## config.mk

```make
export PLATFORM = sky130hd
export DESIGN_NAME = pulse_arc_fault_monitor
export DESIGN_NICKNAME = d
export VERILOG_FILES = /design/src/design/pafm_pkg.sv /design/src/design/pulse_arc_fault_monitor.sv
export VERILOG_INCLUDE_DIRS = /design/src /design/src/design
export SDC_FILE = /design/constraint.sdc
export NUM_CORES = 1
export LEC_CHECK = 0
export BUFFER_PORTS_ARGS = -buffer_cell sky130_fd_sc_hd__buf_4
export CAP_MARGIN = 20
export CORE_UTILIZATION = 55
export DETAILED_ROUTE_END_ITERATION = 8
export GPL_ROUTABILITY_DRIVEN = 0
export PLACE_DENSITY = 0.77
export REMOVE_ABC_BUFFERS = 1
export SYNTH_ARGS = -nofsm -noshare
export SYNTH_HDL_FRONTEND = slang
export SYNTH_SLANG_ARGS = --single-unit
export TNS_END_PERCENT = 10
```

## constraint.sdc

```tcl
create_clock -name clk -period 4.6 [get_ports clk]
set_input_delay 0.23 -clock clk [delete_from_list [all_inputs] [get_ports clk]]
set_output_delay 0.23 -clock clk [all_outputs]
set_load 0.005 [all_outputs]
```

## src/design/pulse_arc_fault_monitor_assert.svh

```systemverilog
// Assertion macros for the arc fault monitor.
`ifndef PULSE_ARC_FAULT_MONITOR_ASSERT_SVH
`define PULSE_ARC_FAULT_MONITOR_ASSERT_SVH

// Checked on every rising edge, ignored while reset is asserted.
`define PAFM_ASSERT(lbl, prop, msg) \
	lbl: assert property (@(posedge clk) disable iff (!arst_n) prop) else $error(msg);

// Checked on every rising edge, reset included.
`define PAFM_ASSERT_ALWAYS(lbl, prop, msg) \
	lbl: assert property (@(posedge clk) prop) else $error(msg);

`endif

```

## src/design/pafm_pkg.sv

```systemverilog
package pafm_pkg;

	localparam int unsigned CntW = 16;
	localparam int unsigned CfgIdxW = 3;
	localparam int unsigned FilterShiftDef = 6;

	typedef enum logic [1:0] {
		ACT_PULSE  = 2'd0,
		ACT_TICK   = 2'd1,
		ACT_UNTRIG = 2'd2,
		ACT_CLEAR  = 2'd3
	} act_t;

	typedef enum logic [CfgIdxW-1:0] {
		CFG_FAST_LEAK  = 3'd0,
		CFG_SLOW_LEAK  = 3'd1,
		CFG_FAST_LIMIT = 3'd2,
		CFG_SLOW_LIMIT = 3'd3,
		CFG_RUN_LIMIT  = 3'd4,
		CFG_FALSE_LEAK = 3'd5,
		CFG_FALSE_LIM  = 3'd6,
		CFG_SPARE      = 3'd7
	} cfg_idx_t;

	localparam logic [CntW-1:0] RstFastLeak  = 16'd100;
	localparam logic [CntW-1:0] RstSlowLeak  = 16'd10000;
	localparam logic [CntW-1:0] RstFastLimit = 16'd50;
	localparam logic [CntW-1:0] RstSlowLimit = 16'd200;
	localparam logic [CntW-1:0] RstRunLimit  = 16'd5;
	localparam logic [CntW-1:0] RstFalseLeak = 16'd100;
	localparam logic [CntW-1:0] RstFalseLim  = 16'd10;

	localparam int unsigned FltFast  = 0;
	localparam int unsigned FltSlow  = 1;
	localparam int unsigned FltRun   = 2;
	localparam int unsigned FltFalse = 3;

	localparam int unsigned FiltIntLow  = 0;
	localparam int unsigned FiltExtLow  = 1;
	localparam int unsigned FiltIntHigh = 2;
	localparam int unsigned FiltExtHigh = 3;

	function automatic logic [CntW-1:0] sat_inc(input logic [CntW-1:0] v);
		return (&v) ? v : v + 1'b1;
	endfunction

	function automatic logic [CntW-1:0] floor_dec(input logic [CntW-1:0] v);
		return (v != '0) ? v - 1'b1 : v;
	endfunction

endpackage

```

## src/design/pulse_arc_fault_monitor.sv

```systemverilog
// Channel   | Direction | Handshake              | Payload
// ----------+-----------+------------------------+-----------------------------------------
// input     | in        | in_valid / in_ready    | action, latches, energy, two currents
// result    | out       | out_valid / out_ready  | arc flag, fault flags, counters, filters
// config    | in        | cfg_we (no wait)       | cfg_index, cfg_data
//
// Each word passes through the input register, then the counter and filter update loads the
// state and the result register together.
// One word is accepted every cycle unless a result stalls; the input register refills while
// the result is taken. A stalled result holds the input register full, and in_ready falls.
// Reset clears all counters, tallies, fault flags and filters and restores register defaults.
module pulse_arc_fault_monitor
	import pafm_pkg::*;
#(
	parameter int unsigned FILTER_SHIFT = FilterShiftDef
) (
	input  logic                clk,
	input  logic                arst_n,
	input  logic                in_valid,
	output logic                in_ready,
	input  logic [1:0]          action,
	input  logic                over_latch,
	input  logic                within_latch,
	input  logic                energy_high,
	input  logic [CntW-1:0]     int_current,
	input  logic [CntW-1:0]     ext_current,
	output logic                out_valid,
	input  logic                out_ready,
	output logic                arc_detected,
	output logic [3:0]          fault_flags,
	output logic [CntW-1:0]     fast_count,
	output logic [CntW-1:0]     slow_count,
	output logic [CntW-1:0]     run_count,
	output logic [CntW-1:0]     false_count,
	output logic [CntW-1:0]     filt_int_low,
	output logic [CntW-1:0]     filt_ext_low,
	output logic [CntW-1:0]     filt_int_high,
	output logic [CntW-1:0]     filt_ext_high,
	input  logic                cfg_we,
	input  logic [CfgIdxW-1:0]  cfg_index,
	input  logic [CntW-1:0]     cfg_data
);

	`include "pulse_arc_fault_monitor_assert.svh"

	localparam int unsigned AccW = CntW + FILTER_SHIFT;

	// Configuration registers.
	logic [CntW-1:0] fast_leak_q, slow_leak_q, fast_limit_q, slow_limit_q;
	logic [CntW-1:0] run_limit_q, false_leak_q, false_lim_q;

	// Input register.
	logic            valid_s1;
	act_t            action_s1;
	logic            over_s1, within_s1, high_s1;
	logic [CntW-1:0] icur_s1, ecur_s1;

	// State, which also serves as the result register.
	logic            valid_s2;
	logic            arc_s2;
	logic [CntW-1:0] fast_q, slow_q, run_q, fast_tally_q, slow_tally_q;
	logic [CntW-1:0] false_q, tick_q;
	logic [3:0]      fault_q;
	logic [CntW-1:0] filt_q [4];

	logic            load_s2;
	logic            arc_d;
	logic [CntW-1:0] fast_d, slow_d, run_d, fast_tally_d, slow_tally_d, false_d, tick_d;
	logic [3:0]      fault_d;
	logic [CntW-1:0] filt_d [4];

	function automatic logic [CntW-1:0] rc_step(input logic [CntW-1:0] prev,
		input logic [CntW-1:0] reading);
		logic [AccW-1:0] acc;
		acc = {prev, {FILTER_SHIFT{1'b0}}} - AccW'(prev) + AccW'(reading);
		return acc[FILTER_SHIFT +: CntW];
	endfunction

	assign load_s2  = valid_s1 && (!valid_s2 || out_ready);
	assign in_ready = !valid_s1 || load_s2;

	always_ff @(posedge clk or negedge arst_n) begin
		if (!arst_n) begin
			fast_leak_q  <= RstFastLeak;
			slow_leak_q  <= RstSlowLeak;
			fast_limit_q <= RstFastLimit;
			slow_limit_q <= RstSlowLimit;
			run_limit_q  <= RstRunLimit;
			false_leak_q <= RstFalseLeak;
			false_lim_q  <= RstFalseLim;
		end else if (cfg_we) begin
			unique case (cfg_idx_t'(cfg_index))
				CFG_FAST_LEAK:  fast_leak_q  <= cfg_data;
				CFG_SLOW_LEAK:  slow_leak_q  <= cfg_data;
				CFG_FAST_LIMIT: fast_limit_q <= cfg_data;
				CFG_SLOW_LIMIT: slow_limit_q <= cfg_data;
				CFG_RUN_LIMIT:  run_limit_q  <= cfg_data;
				CFG_FALSE_LEAK: false_leak_q <= cfg_data;
				CFG_FALSE_LIM:  false_lim_q  <= cfg_data;
				CFG_SPARE:      ;
			endcase
		end
	end

	always_ff @(posedge clk or negedge arst_n) begin
		if (!arst_n) begin
			valid_s1 <= 1'b0;
		end else if (in_ready) begin
			valid_s1 <= in_valid;
		end
	end

	always_ff @(posedge clk) begin
		if (in_valid && in_ready) begin
			action_s1 <= act_t'(action);
			over_s1   <= over_latch;
			within_s1 <= within_latch;
			high_s1   <= energy_high;
			icur_s1   <= int_current;
			ecur_s1   <= ext_current;
		end
	end

	always_comb begin
		logic [CntW:0] fast_next, slow_next, tick_next;
		logic          fast_wrap, slow_wrap;
		logic [1:0]    base;

		arc_d        = 1'b0;
		fast_d       = fast_q;
		slow_d       = slow_q;
		run_d        = run_q;
		fast_tally_d = fast_tally_q;
		slow_tally_d = slow_tally_q;
		false_d      = false_q;
		tick_d       = tick_q;
		fault_d      = fault_q;
		for (int i = 0; i < 4; i++) begin
			filt_d[i] = filt_q[i];
		end

		fast_next = {1'b0, fast_tally_q} + 1'b1;
		slow_next = {1'b0, slow_tally_q} + 1'b1;
		tick_next = {1'b0, tick_q} + 1'b1;
		fast_wrap = fast_next > {1'b0, fast_leak_q};
		slow_wrap = slow_next > {1'b0, slow_leak_q};
		base      = {high_s1, 1'b0};

		unique case (action_s1)
			ACT_PULSE: begin
				arc_d = over_s1 || !within_s1;
				// Increment on an arc first, then apply the leak to the same count.
				fast_d = arc_d ? sat_inc(fast_q) : fast_q;
				slow_d = arc_d ? sat_inc(slow_q) : slow_q;
				run_d  = arc_d ? sat_inc(run_q) : floor_dec(run_q);
				if (fast_wrap) begin
					fast_d = floor_dec(fast_d);
				end
				if (slow_wrap) begin
					slow_d = floor_dec(slow_d);
				end
				fast_tally_d = fast_wrap ? '0 : fast_next[CntW-1:0];
				slow_tally_d = slow_wrap ? '0 : slow_next[CntW-1:0];
				fault_d[FltFast] = fault_q[FltFast] || (fast_d >= fast_limit_q);
				fault_d[FltSlow] = fault_q[FltSlow] || (slow_d >= slow_limit_q);
				fault_d[FltRun]  = fault_q[FltRun] || (run_d >= run_limit_q);
				if (!arc_d) begin
					filt_d[base]        = rc_step(filt_q[base], icur_s1);
					filt_d[base + 2'd1] = rc_step(filt_q[base + 2'd1], ecur_s1);
				end
			end
			ACT_TICK: begin
				// A leak period of zero behaves as one, since the tally is never below one here.
				if (tick_next >= {1'b0, false_leak_q}) begin
					tick_d  = '0;
					false_d = floor_dec(false_q);
				end else begin
					tick_d = tick_next[CntW-1:0];
				end
				fault_d[FltFalse] = fault_q[FltFalse] || (false_d >= false_lim_q);
			end
			ACT_UNTRIG: begin
				false_d = sat_inc(false_q);
			end
			ACT_CLEAR: begin
				fast_d       = '0;
				slow_d       = '0;
				run_d        = '0;
				fast_tally_d = '0;
				slow_tally_d = '0;
				false_d      = '0;
				fault_d      = '0;
			end
		endcase
	end

	always_ff @(posedge clk or negedge arst_n) begin
		if (!arst_n) begin
			valid_s2     <= 1'b0;
			arc_s2       <= 1'b0;
			fast_q       <= '0;
			slow_q       <= '0;
			run_q        <= '0;
			fast_tally_q <= '0;
			slow_tally_q <= '0;
			false_q      <= '0;
			tick_q       <= '0;
			fault_q      <= '0;
			for (int i = 0; i < 4; i++) begin
				filt_q[i] <= '0;
			end
		end else begin
			if (load_s2) begin
				valid_s2 <= 1'b1;
			end else if (out_ready) begin
				valid_s2 <= 1'b0;
			end
			if (load_s2) begin
				arc_s2       <= arc_d;
				fast_q       <= fast_d;
				slow_q       <= slow_d;
				run_q        <= run_d;
				fast_tally_q <= fast_tally_d;
				slow_tally_q <= slow_tally_d;
				false_q      <= false_d;
				tick_q       <= tick_d;
				fault_q      <= fault_d;
				for (int i = 0; i < 4; i++) begin
					filt_q[i] <= filt_d[i];
				end
			end
		end
	end

	assign out_valid     = valid_s2;
	assign arc_detected  = arc_s2;
	assign fault_flags   = fault_q;
	assign fast_count    = fast_q;
	assign slow_count    = slow_q;
	assign run_count     = run_q;
	assign false_count   = false_q;
	assign filt_int_low  = filt_q[FiltIntLow];
	assign filt_ext_low  = filt_q[FiltExtLow];
	assign filt_int_high = filt_q[FiltIntHigh];
	assign filt_ext_high = filt_q[FiltExtHigh];

	`PAFM_ASSERT(a_arc_runs, out_valid && arc_detected |-> run_count != '0, "arc with zero run count")
	`PAFM_ASSERT(a_fault_sticky, load_s2 && action_s1 != ACT_CLEAR |=> (fault_q & $past(fault_q)) == $past(fault_q), "fault flag dropped without clear")
	`PAFM_ASSERT_ALWAYS(a_ready_stall, !in_ready |-> valid_s1 && valid_s2 && !out_ready, "input stalled without a held result")

endmodule

```

==> results by group <==
Power
  • Combinational power share: 45.3%
  • Max VDD drop: between 0.3 and 0.4 mV
  • Sequential Power Share: 30.1%
  • Sw Pwr: slightly above 5 mW
  • Switching Fraction: between 30% and 40%
  • Clock share of power: roughly 25%
  • Leakage power: 12.9 nW
  • P_int: 8.47 mW
  • PD cells: a little over 500 nW/um^2

Finish
  • Fillers: 2,863
  • Number of diodes: 0
  • Fin cells: a little over 3,000
  • Area Overhead vs Synth: 22.7%
  • Final Util: about two thirds
  • Final Cell Area: 26,700 sq um
  • Final net count: roughly 2,800
  • Share of cells above drive strength 1: between 20% and 30%

Floorplanning
  • Die Height: about 200 microns
  • Initial Util: ~56%
  • Die width: between 200 and 250 microns
  • I/O pin cnt: just under 200
  • Core Footprint: a little under 40,000 sq um
  • Die ar.: 40,300 sq um
  • Rows: between 70 and 80

GRT
  • Gr usage total: 30.1%
  • First-pass GRT wire length: just under 100 mm
  • Initial antenna violation count: 0
  • Number of global-route vias before repair: around 19,000
  • Largest net degree at the start of global routing: roughly 120
  • Overflow after GRT: 0

STA
  • Fin. Hold Viols: 0
  • Final worst-path cycle share: 102%
  • Hold WS: roughly 0.026 ns
  • RSZ-0062 raised after global routing: yes
  • FMAX: approximately 210 MHz
  • Setup Skew: about 0.024 ns
  • Fin crit period: between 4 and 5 ns
  • Final setup viols: 2
  • Final worst slack: -0.115 ns
  • Worst-Margin Slew: about 0.99 ns
  • Slew headroom: 33.7%
  • Slew Limit Fails: 0

Status
  • Failing checks: setup timing
  • Status: complete, but fails checks

Synthesis
  • Top-area cell type share of the netlist area: a little under a third
  • Yosys warns: 0
  • Yosys cell types: 92
  • Ys async rst share: roughly 89%
  • Synthesized area per cell: between 9 and 10 sq um
  • EDFF count, synth: 37
  • Yosys reg bits: ~330
  • Synthesized area: 21,700 sq um
  • Top-count cell post-synth: dfrtp_1
  • Predominant post-synthesis flop cell: dfrtp_1
  • Cells after Synth: about 2,200
  • Synth cell count leaders: 274 x dfrtp_1, 212 x inv_1, 194 x nand2_1
  • Seq/Total Area, Yosys: roughly two fifths
  • Dominant cells by area after synthesis: dfrtp_1 32%, ha_1 10%, mux2_2 6.2%
  • Cell taking the most area after synthesis: dfrtp_1

Route
  • Routed wire length: roughly 60 mm
  • Via density: a little under 6
  • ANT nets after route: 0
  • Via Count: 18,328
  • Wire per inst: a little under 20 microns
  • DR pass1 iterations: 5
  • Residual DRC: 0
  • DRT iter0 DRCs: about 1,400

Clock network
  • Clock Latency Late Sink: between 0.5 and 0.6 ns
  • Clock transition at the registers of the reported paths: approximately 0.060 ns
  • Clk sinks: 332
  • CTS root buffer: clkbuf_16
  • CTS Buf Count: 41
  • Longest Clk Path Bufs: 3
  • CTS tree: yes
  • # H-tree levels: 2

Worst setup path
  • Worst EP required: between 5 and 6 ns
  • Setup Crit Path Kind: register to register
  • Max Fanout on Critical Path: 2
  • Crit path capture type: register
  • Type of origin of the critical path: register
  • Worst Path Arrival: 5.16 ns

Place
  • I/O Buffers: between 150 and 200
  • Setup Slack @ Placement: -0.276 ns
  • Placed Area: approximately 24,000 sq um
  • Placed insts: 2,941
  • Hpwl dp: 41.7 mm

Flow run
  • Max-cap violation count: 0

Worst hold path
  • HP Class: primary input to register
-- metrics by stage --
step	power, mW	TNS, ns
6_report	13.6	-0.136
4_1_cts	13.5	-0.0494
3_5_place_dp	9.97	-0.514
2_1_floorplan	7.98	-0.856
5_1_grt	14.5	-0.888
3_3_place_gp	9.66	-0.120
-- power by group through the flow --
stage          sequential [mW]  combinational, mW  clock (mW)
2_1_floorplan             4.07               3.91           0
3_5_place_dp              4.10               5.87           0
3_3_place_gp              4.06               5.60           0
4_1_cts                   4.07               6.01        3.40
6_report                  4.09               6.15        3.33
5_1_grt                   4.16               6.81        3.50
-- layout by cell type, fill, tap and decap left out, types with 31 or more instances in the layout --
cell type | netlist | layout
buf_4 | 3 | 317
dfrtp_1 | 274 | 272
inv_1 | 212 | 212
nand2_1 | 194 | 192
ha_1 | 180 | 179
o21ai_0 | 126 | 124
mux2_2 | 120 | 120
nor2_1 | 116 | 109
xnor2_1 | 88 | 83
a21oi_1 | 68 | 66
nand3_1 | 64 | 62
dlygate4sd3_1 | 0 | 54
mux2i_1 | 53 | 51
a21o_1 | 49 | 49
xor2_1 | 49 | 47
clkbuf_16 | 0 | 41
edfxtp_1 | 37 | 37
nor3_1 | 39 | 36
and3_1 | 37 | 31
-- worst max-delay path, cell delays in order (launching register included) --
cell      delay (ns)
dfrtp_1         0.38
and3_4          0.18
and3_4          0.17
and3_4          0.19
nand3_4         0.07
nor2_4          0.04
buf_4           0.12
buf_4           0.12
xor2_1          0.14
ha_1            0.28
and3_4          0.19
and3_4          0.17
a211oi_1        0.05
a32o_2          0.27
or2_4           0.25
a31oi_4         0.18
buf_6           0.14
mux2i_4         0.25
ha_1            0.26
a21o_1          0.16
a21o_1          0.17
a21o_1          0.18
a21o_1          0.19
a21oi_2         0.16
o21ai_1         0.10
o211ai_1        0.09
a21oi_1         0.09
-- logic make-up (layout without fill, tap and decap cells) --
group	after synthesis	after routing	share of synthesized area, %
XOR/XNOR	137	137	5.52
flip-flops	332	332	39.2
AO/OA/AOI/OAI	452	452	14.5
AND/OR/NAND/NOR	610	610	14.2
multiplexers	173	173	8.66
adder cells (fa/ha/maj)	200	200	12.2
buffers and inverters	317	665	5.70
-- final timing paths --
path                            slack, ns  cells past startpoint                to             from
worst max-delay path                -0.11                     26    fault_flags[1]  slow_tally_q[3]
worst max register to register      -0.11                     26    fault_flags[1]  slow_tally_q[3]
min in group asynchronous            0.35                      2          valid_s1           arst_n
worst min-delay path                 0.03                      3  fast_limit_q[11]     cfg_data[11]
worst min register to register       0.49                      2      arc_detected     arc_detected
max in group asynchronous            3.06                      3     slow_count[4]           arst_n
-- layout make-up --
class / instances / area (sq um) / share of cell area [%]
tap: 518 / 648 / 2.43
timing repair buffer: 377 / 3010 / 11.3
multi-input combinational: 1572 / 12300 / 46.1
clock buffer: 56 / 1140 / 4.28
inverter: 213 / 800 / 3.00
sequential: 332 / 8520 / 32.0
clock inverter: 19 / 236 / 0.887
-- routing by layer --
layer | vias to the layer above | share of wire (%) | track usage (%)
li1 | 8530 | - | -
met1 | 8954 | 40 | 38.0
met2 | 697 | 49 | 51.8
met3 | 147 | 6.5 | 4.90
met4 | 0 | 3.8 | 11.6
met5 | - | 0 | 0
-- timing repair --
action                                  in CTS  in global routing
setup buffers                               11                  6
endpoints found under the hold margin      176                  0
endpoints found under the setup margin       3                  4
hold buffers                                54                  0
pin swaps                                   21                 21
resized for setup                           31                 31
Note: power is estimated with default switching activity, not from simulation.
